<file path="config.mk">
export PLATFORM = sky130hd
export DESIGN_NAME = uart_8n1_transceiver_unit
export DESIGN_NICKNAME = d
export VERILOG_FILES = /design/src/rtl/core/uart_pkg.sv /design/src/rtl/core/uart_8n1_transceiver_unit.sv
export VERILOG_INCLUDE_DIRS = /design/src /design/src/rtl/core
export SDC_FILE = /design/constraint.sdc
export NUM_CORES = 1
export LEC_CHECK = 0
export ABC_AREA = 1
export BUFFER_PORTS_ARGS = -buffer_cell sky130_fd_sc_hd__buf_2
export CAP_MARGIN = 20
export CORE_MARGIN = 2
export CORE_UTILIZATION = 40
export CTS_CLUSTER_SIZE = 12
export DETAILED_ROUTE_END_ITERATION = 10
export SLEW_MARGIN = 25
export SYNTH_ARGS = -nofsm -noshare
export SYNTH_HDL_FRONTEND = slang
export SYNTH_SLANG_ARGS = --single-unit
</file>
<file path="constraint.sdc">
create_clock -name clk -period 3.5 [get_ports clk]
set_input_delay 0.35 -clock clk [delete_from_list [all_inputs] [get_ports clk]]
set_output_delay 0.35 -clock clk [all_outputs]
set_load 0.01 [all_outputs]
</file>
<file path="src/rtl/core/assert_macros.svh">
// Assertion helpers shared by the RTL.
`ifndef ASSERT_MACROS_SVH
`define ASSERT_MACROS_SVH

// Checked only while out of reset.
`define UART_ASSERT(lbl, prop, msg) \
  lbl: assert property (@(posedge clk) disable iff (!rst_n) (prop)) else $error(msg);

// Checked at every edge, reset included.
`define UART_ASSERT_ALWAYS(lbl, prop, msg) \
  lbl: assert property (@(posedge clk) (prop)) else $error(msg);

`endif

</file>
<file path="src/rtl/core/uart_pkg.sv">
package uart_pkg;

  localparam int DATA_BITS = 8;

  localparam int TICK_W = 16;
  localparam int BYTE_W = 8;
  localparam int BITS_LEFT_W = 4;
  localparam int CFG_INDEX_W = 2;

  typedef logic [TICK_W-1:0] tick_t;
  typedef logic [BYTE_W-1:0] byte_t;
  typedef logic [BITS_LEFT_W-1:0] bits_left_t;
  typedef logic [CFG_INDEX_W-1:0] cfg_index_t;

  localparam tick_t BIT_PERIOD_RESET = tick_t'(43);
  localparam tick_t HALF_BIT_RESET = tick_t'(21);

  localparam cfg_index_t REG_BIT_PERIOD = cfg_index_t'(0);
  localparam cfg_index_t REG_HALF_BIT = cfg_index_t'(1);

  localparam bits_left_t BITS_PER_FRAME = bits_left_t'(DATA_BITS);

  // Timer reload value: a period of 0 behaves as 1.
  function automatic tick_t reload(input tick_t ticks);
    reload = (ticks == '0) ? '0 : ticks - tick_t'(1);
  endfunction

endpackage

</file>
<file path="src/rtl/core/uart_8n1_transceiver_unit.sv">
// An accepted item's result is registered straight into the output register.
// One item per cycle unless stalled; the tx and rx counters advance once per item.
// The output register frees when its result is taken, so stalls only back-pressure.
// Reset (rst_n low, synchronous): both sides idle, counters and shifters cleared,
// bit period 43 and half bit 21 ticks, output register empty.
`include "assert_macros.svh"

module uart_8n1_transceiver_unit (
  input  logic                   clk,
  input  logic                   rst_n,
  input  logic                   cfg_we,
  input  uart_pkg::cfg_index_t   cfg_index,
  input  uart_pkg::tick_t        cfg_wdata,
  input  logic                   in_valid,
  output logic                   in_stall,
  input  logic                   in_rx_line,
  input  logic                   in_send_request,
  input  uart_pkg::byte_t        in_send_byte,
  output logic                   out_valid,
  input  logic                   out_stall,
  output logic                   out_tx_line,
  output logic                   out_tx_ready,
  output logic                   out_rx_valid,
  output uart_pkg::byte_t        out_rx_byte
);
  import uart_pkg::*;

  typedef enum logic [1:0] {
    PH_IDLE  = 2'd0,
    PH_START = 2'd1,
    PH_DATA  = 2'd2,
    PH_STOP  = 2'd3
  } phase_t;

  tick_t      bit_period_r, half_bit_r;

  phase_t     tx_phase_r, tx_phase_nxt;
  byte_t      tx_shift_r, tx_shift_nxt;
  bits_left_t tx_bits_left_r, tx_bits_left_nxt;
  tick_t      tx_timer_r, tx_timer_nxt;

  phase_t     rx_phase_r, rx_phase_nxt;
  byte_t      rx_shift_r, rx_shift_nxt;
  bits_left_t rx_bits_left_r, rx_bits_left_nxt;
  tick_t      rx_timer_r, rx_timer_nxt;

  logic       out_valid_r;
  logic       tx_line_r, tx_line_nxt;
  logic       tx_ready_r;
  logic       rx_valid_r, rx_valid_nxt;
  byte_t      rx_byte_r, rx_byte_nxt;

  logic       accept;
  bits_left_t tx_bits_dec, rx_bits_dec;

  assign in_stall = out_valid_r & out_stall;
  assign accept = in_valid & ~in_stall;

  assign tx_bits_dec = tx_bits_left_r - bits_left_t'(1);
  assign rx_bits_dec = rx_bits_left_r - bits_left_t'(1);

  // Transmitter
  always_comb begin
    tx_phase_nxt = tx_phase_r;
    tx_shift_nxt = tx_shift_r;
    tx_bits_left_nxt = tx_bits_left_r;
    tx_timer_nxt = tx_timer_r;
    if (tx_phase_r == PH_IDLE) begin
      if (in_send_request) begin
        tx_shift_nxt = in_send_byte;
        tx_phase_nxt = PH_START;
        tx_timer_nxt = reload(bit_period_r);
      end
    end else if (tx_timer_r != '0) begin
      tx_timer_nxt = tx_timer_r - tick_t'(1);
    end else begin
      tx_timer_nxt = reload(bit_period_r);
      case (tx_phase_r)
        PH_START: begin
          tx_phase_nxt = PH_DATA;
          tx_bits_left_nxt = BITS_PER_FRAME;
        end
        PH_DATA: begin
          tx_shift_nxt = tx_shift_r >> 1;
          tx_bits_left_nxt = tx_bits_dec;
          if (tx_bits_dec == '0) tx_phase_nxt = PH_STOP;
        end
        default: begin
          tx_phase_nxt = PH_IDLE;
          tx_timer_nxt = '0;
        end
      endcase
    end

    case (tx_phase_nxt)
      PH_START: tx_line_nxt = 1'b0;
      PH_DATA:  tx_line_nxt = tx_shift_nxt[0];
      default:  tx_line_nxt = 1'b1;
    endcase
  end

  // Receiver; start detection is on level, not on an edge of the sample
  always_comb begin
    rx_phase_nxt = rx_phase_r;
    rx_shift_nxt = rx_shift_r;
    rx_bits_left_nxt = rx_bits_left_r;
    rx_timer_nxt = rx_timer_r;
    rx_valid_nxt = 1'b0;
    rx_byte_nxt = '0;
    if (rx_phase_r == PH_IDLE) begin
      if (!in_rx_line) begin
        rx_phase_nxt = PH_START;
        rx_shift_nxt = '0;
        rx_timer_nxt = reload(half_bit_r);
      end
    end else if (rx_timer_r != '0) begin
      rx_timer_nxt = rx_timer_r - tick_t'(1);
    end else begin
      case (rx_phase_r)
        PH_START: begin
          if (in_rx_line) begin
            rx_phase_nxt = PH_IDLE;   // false start
          end else begin
            rx_phase_nxt = PH_DATA;
            rx_bits_left_nxt = BITS_PER_FRAME;
            rx_timer_nxt = reload(bit_period_r);
          end
        end
        PH_DATA: begin
          rx_shift_nxt = (rx_shift_r >> 1) | (byte_t'(in_rx_line) << (DATA_BITS - 1));
          rx_bits_left_nxt = rx_bits_dec;
          rx_timer_nxt = reload(bit_period_r);
          if (rx_bits_dec == '0) rx_phase_nxt = PH_STOP;
        end
        default: begin
          // stop bit is not checked
          rx_valid_nxt = 1'b1;
          rx_byte_nxt = rx_shift_r;
          rx_phase_nxt = PH_IDLE;
        end
      endcase
    end
  end

  always_ff @(posedge clk) begin
    if (!rst_n) begin
      bit_period_r <= BIT_PERIOD_RESET;
      half_bit_r <= HALF_BIT_RESET;
      tx_phase_r <= PH_IDLE;
      tx_shift_r <= '0;
      tx_bits_left_r <= '0;
      tx_timer_r <= '0;
      rx_phase_r <= PH_IDLE;
      rx_shift_r <= '0;
      rx_bits_left_r <= '0;
      rx_timer_r <= '0;
      out_valid_r <= 1'b0;
    end else begin
      if (cfg_we) begin
        case (cfg_index)
          REG_BIT_PERIOD: bit_period_r <= cfg_wdata;
          REG_HALF_BIT:   half_bit_r <= cfg_wdata;
          default: ;
        endcase
      end
      if (accept) begin
        tx_phase_r <= tx_phase_nxt;
        tx_shift_r <= tx_shift_nxt;
        tx_bits_left_r <= tx_bits_left_nxt;
        tx_timer_r <= tx_timer_nxt;
        rx_phase_r <= rx_phase_nxt;
        rx_shift_r <= rx_shift_nxt;
        rx_bits_left_r <= rx_bits_left_nxt;
        rx_timer_r <= rx_timer_nxt;
        out_valid_r <= 1'b1;
      end else if (!out_stall) begin
        out_valid_r <= 1'b0;
      end
    end
  end

  // Result payload; loads only with an accepted item
  always_ff @(posedge clk) begin
    if (accept) begin
      tx_line_r <= tx_line_nxt;
      tx_ready_r <= (tx_phase_nxt == PH_IDLE);
      rx_valid_r <= rx_valid_nxt;
      rx_byte_r <= rx_byte_nxt;
    end
  end

  assign out_valid = out_valid_r;
  assign out_tx_line = tx_line_r;
  assign out_tx_ready = tx_ready_r;
  assign out_rx_valid = rx_valid_r;
  assign out_rx_byte = rx_byte_r;

  `UART_ASSERT(a_ready_line_high, (out_valid_r && tx_ready_r) |-> tx_line_r, "idle tx line low")
  `UART_ASSERT(a_byte_zero, (out_valid_r && !rx_valid_r) |-> (rx_byte_r == '0), "stray rx byte")
  `UART_ASSERT_ALWAYS(a_tx_idle_timer, (tx_phase_r == PH_IDLE) |-> (tx_timer_r == '0), "tx timer")
  `UART_ASSERT(a_accept_loads, accept |=> out_valid_r, "accepted item produced no result")
  `UART_ASSERT(a_rx_bits_range, rx_bits_left_r <= BITS_PER_FRAME, "rx bit count out of range")

endmodule
</file>
-- Word-level counts from Yosys, hierarchy flattened
Cells that the tools add are included.
Widths: inputs -> output; s select.
- bitwise operators: 8
- reductions and logical operators: 28
- multiplexer cells: 37
- equal/unequal tests: 15
- add/sub/neg operators: 6
- operators with widths (kind ; count):
    $mux 16 ; 10
    $mux 8 ; 8
    $sub 16x1->16 const B ; 4
    $logic_not 16->1 ; 2
    $pmux 16 s2 ; 1
    $reduce_bool 16->1 ; 2
    $reduce_and 4->1 ; 5
    $mux 2 ; 9
    $pmux 4 s2 ; 2
    $ne 2x2->1 const B ; 5
    $eq 2x1->1 const B ; 4
    $logic_not 2->1 ; 4
    $logic_not 4->1 ; 2
    $or 7x8->8 ; 1
    $pmux 2 s2 ; 2
    $reduce_bool 2->1 ; 4
    $sub 4x1->4 const B ; 2
    $eq 2x2->1 const B ; 3
    $ne 3x3->1 const B ; 2
    $reduce_and 2->1 ; 3
    $reduce_or 2->1 ; 3
    $not 1->1 ; 5
    $reduce_and 5->1 ; 1
    $mux 4 ; 1
    6 further kinds ; 9
- register bits after elaboration: 104
- bits of input ports: 33
- logic and storage cells: 110

-- Logic depth before layout (Yosys ltp)
- depth in word-level cells: 8
- depth in mapped cells: 14
- mapped depth without buffers: 14

-- Least setup slack after synthesis
No wires, ideal clock.
- path kind: register to register
- start: register rx_phase_r[0]
- end: register rx_timer_r[13]
- slack: 1.853 ns
- arrival time: 1.530 ns
- cell stages (with the launch flop): 10
- period minus slack after synthesis: 1.647 ns
- cells stage by stage: dfxtp_1 > inv_1 > ha_1 > a21oi_2 > nand2_1 > nor2_1 > buf_2 > o21ai_0 > nor2_1 > nor2_1
- cells in the longest elaborated chain, start to end: 4
- RTL lines (element ; line ; source):
    start, declared ; uart_8n1_transceiver_unit.sv:42 ; phase_t rx_phase_r, rx_phase_nxt;
    start signal, assigned ; uart_8n1_transceiver_unit.sv:171 ; rx_phase_r <= rx_phase_nxt;
    $eq 2x2->1 / $eq 2x1->1 (equally long branches) ; uart_8n1_transceiver_unit.sv:119 ; case (rx_phase_r)
    $pmux 16 s2 ; uart_8n1_transceiver_unit.sv:119 ;
    $mux 16 ; uart_8n1_transceiver_unit.sv:116 ; end else if (rx_timer_r != '0) begin
    $mux 16 ; uart_8n1_transceiver_unit.sv:110 ; if (rx_phase_r == PH_IDLE) begin
    end signal, assigned ; uart_8n1_transceiver_unit.sv:174 ; rx_timer_r <= rx_timer_nxt;
    end, declared ; uart_8n1_transceiver_unit.sv:45 ; tick_t rx_timer_r, rx_timer_nxt;
Several ways; a longest one is shown, not always the timed one.
A chain may end at the register's enable or synchronous reset.

-- Worst setup path in the final report
- start: register rx_phase_r[0]
- end: register rx_timer_r[0]
The elaborated chain is that of the path after synthesis.

==> run summary <==
Outcome: finished, final reports clean
Layout Skew: 6.84 ps
PortBufs: 45
Crit Reg-Reg Startpoint: rx_phase_r[0]
Kind of critical path: reg2reg
Leakage power: 0.00302 uW
Setup tns final: 0 ps
Crit end category: register
Net Count, Synth: 987
Worst reg-to-reg path cell count: 8
Cells after DPL: 1150
CP Launch Type: register
Most frequent cells in the layout: nand2_1, nor2_1, inv_1, dfxtp_1, o21ai_0
Final setup viols: 0
Critical Path RT: 3790 ps
Clock Path Buffers: 2
Final non-filler cell total: 1166
Grt ovf: 0
Worst-Skew Late Latency: 360 ps
Max Transition Viols Final: 0
Gate Count Post-Synth: 938
Post_cts resized: 0
Setup ws final: 1180 ps
Maximum vdd drop: 285 uV
Share of layout cells above drive strength 1: 0.107
Vias/cell: 5.03
Layout overhead on the synthesized area: 10.7%
Synthesis-stage register bit count: 104
GRT Overall Usage: 0.201
DR pass1 iterations: 5
DP Worst Slack: 1170 ps
PnR Total Power: 3290 uW
Yosys warning count: 0
Cell Area, Synth: 6220 um2
Final Hold Viols: 0
Max cap viols: 0
First-pass GRT wire length: 26700 um
Avg Inst Size Synth: 6.64 um2
Fmax: 430 MHz
Filler cell count: 1574
Max H-tree Level: 3
Number of library cell types mapped by synthesis: 37
WL per Instance: 13.5 um
TritonCTS clock tree: yes
Dpl hpwl: 11900 um
Least-Margin Pin Slew: 867 ps
I/O Pins: 46
Reg2Reg Capture Point: rx_timer_r[0]
Root buffer cell: clkbuf_16
Clock Pin Slew Worst Setup and Hold Paths: 70 ps
Crit Path Max Fanout: 11
Total number of vias: 5867
Worst Hold Launch: cfg_wdata[4]
ANT cells: 0
Final cell area excluding filler cells: 6890 um2
Final Cycle Share: 0.664
Routed WL: 15800 um
Final min period: 2320 ps
Number of global-route vias before repair: 5417
Hold depth: 3
R2R setup slack: 1180 ps
Die Y: 129 um
Row count: 45
Placed cell areas: 6590 um2
Commonest non-fill, non-tap cell in the layout: nand2_1
Antenna violations before repair: 0
RSZ-0062 raised after global routing: false
Max transition margin: 0.421
WP data arrival: 2610 ps
Drt drc: 0
GP Congestion: 0.892
HP Class: in2reg
WHS Endpoint: half_bit_r[4]
CTS Hold Bufs: 0
Nets: 1022
Number of DRC markers in iteration 0: 305
Die area: 16600 um2
Starting Density: 0.409
Routed Antenna Nets: 0
Setup bufs post-CTS: 0
Clock Sinks: 104
Register area share after synthesis: 0.352
Largest net degree at the start of global routing: 70
Num CTS Buffers: 9
Die Width: 129 um
CORE AREA: 15200 um2
Pwr/cell area: 478 nW/um2
==> cell type report <==
type | count | area (um2) | area share
multi-input cells | 697 | 3490 | 0.506
flip-flops and latches | 104 | 2190 | 0.318
inverters | 113 | 427 | 0.0619
repair buffers | 48 | 248 | 0.0359
well taps | 188 | 235 | 0.0341
clock buffers | 9 | 225 | 0.0327
clock inverters | 7 | 80.1 | 0.0116
==> worst max-delay path by stage <==
stage	startpoint	end	slack (ps)	depth (start not counted)
after global placement	rx_phase_r[0]	rx_timer_r[11]	1230	8
final	rx_phase_r[0]	rx_timer_r[0]	1180	8
after detailed placement	rx_phase_r[0]	rx_timer_r[0]	1170	8
after CTS	rx_phase_r[0]	rx_timer_r[2]	1150	8
after floorplan	rx_phase_r[0]	rx_timer_r[13]	1850	9
after global routing	rx_phase_r[0]	rx_timer_r[10]	860	8
==> synthesized netlist by cell type, drive strengths merged <==
| cell | count | area share |
|---|---|---|
| nand4 | 14 | 0.015 |
| a31oi | 4 | 0.0040 |
| xor2 | 25 | 0.035 |
| ha | 16 | 0.032 |
| o21ai | 88 | 0.071 |
| dfxtp | 93 | 0.30 |
| xnor2 | 11 | 0.015 |
| inv | 110 | 0.067 |
| nor2 | 179 | 0.12 |
| edfxtp | 11 | 0.053 |
| o31ai | 1 | 0.0012 |
| clkbuf | 17 | 0.010 |
| a211oi | 1 | 0.0012 |
| a22oi | 1 | 0.0012 |
| o211ai | 8 | 0.0096 |
| nor3 | 13 | 0.012 |
| nand3 | 58 | 0.051 |
| or2 | 1 | 0.0010 |
| nand3b | 1 | 0.0012 |
| nand2 | 203 | 0.13 |
| clkinv | 3 | 0.0018 |
| a21oi | 73 | 0.061 |
| buf | 7 | 0.0090 |
==> routing by layer <==
| layer | track usage | wire, um |
|---|---|---|
| met1 | 0.275 | 7750 |
| met2 | 0.326 | 7010 |
| met3 | 0.0366 | 721 |
| met4 | 0.0550 | 286 |
| met5 | 0 | 0 |
==> where the power goes <==
group / leakage [uW] / internal (uW) / total, uW / switching [uW]
combinational: 0.00200 / 297 / 882 / 585
clock: 0.000148 / 564 / 1050 / 485
sequential: 0.000872 / 1290 / 1360 / 77.0
total: 0.00302 / 2150 / 3290 / 1150
==> registers in the layout, summed over array words and instances (netlist names) <==
register / count
bit_period_r: 16
half_bit_r: 16
rx_timer_r: 16
tx_timer_r: 16
out_rx_byte: 8
rx_shift_r: 8
tx_shift_r: 8
rx_bits_left_r: 4
tx_bits_left_r: 4
rx_phase_r: 2
tx_phase_r: 2
out_rx_valid: 1
out_tx_line: 1
out_tx_ready: 1
out_valid: 1
==> worst max-delay path, stage by stage (launching register included) <==
cell and delay (ps):
dfxtp_1 350, inv_1 70, ha_1 320, a21oi_2 360
nand2_1 90, nor2_1 540, buf_4 290, o21ai_0 90
a21oi_1 140
==> logic make-up (layout without fill, tap and decap cells) <==
family / after synthesis / after routing / synth area share
XOR/XNOR: 36 / 36 / 0.0507
adder cells (fa/ha/maj): 16 / 16 / 0.0322
buffers and inverters: 137 / 177 / 0.0878
flip-flops: 104 / 104 / 0.352
AO/OA/AOI/OAI: 176 / 176 / 0.149
AND/OR/NAND/NOR: 469 / 469 / 0.329
==> stage by stage <==
stage | hold WS (ps) | utilization
2_1_floorplan | 425 | -
3_3_place_gp | 437 | 0.433
3_5_place_dp | 444 | 0.433
4_1_cts | 207 | 0.453
5_1_grt | 230 | 0.453
6_report | 222 | 0.453
Power figures use the tool's default switching activity.
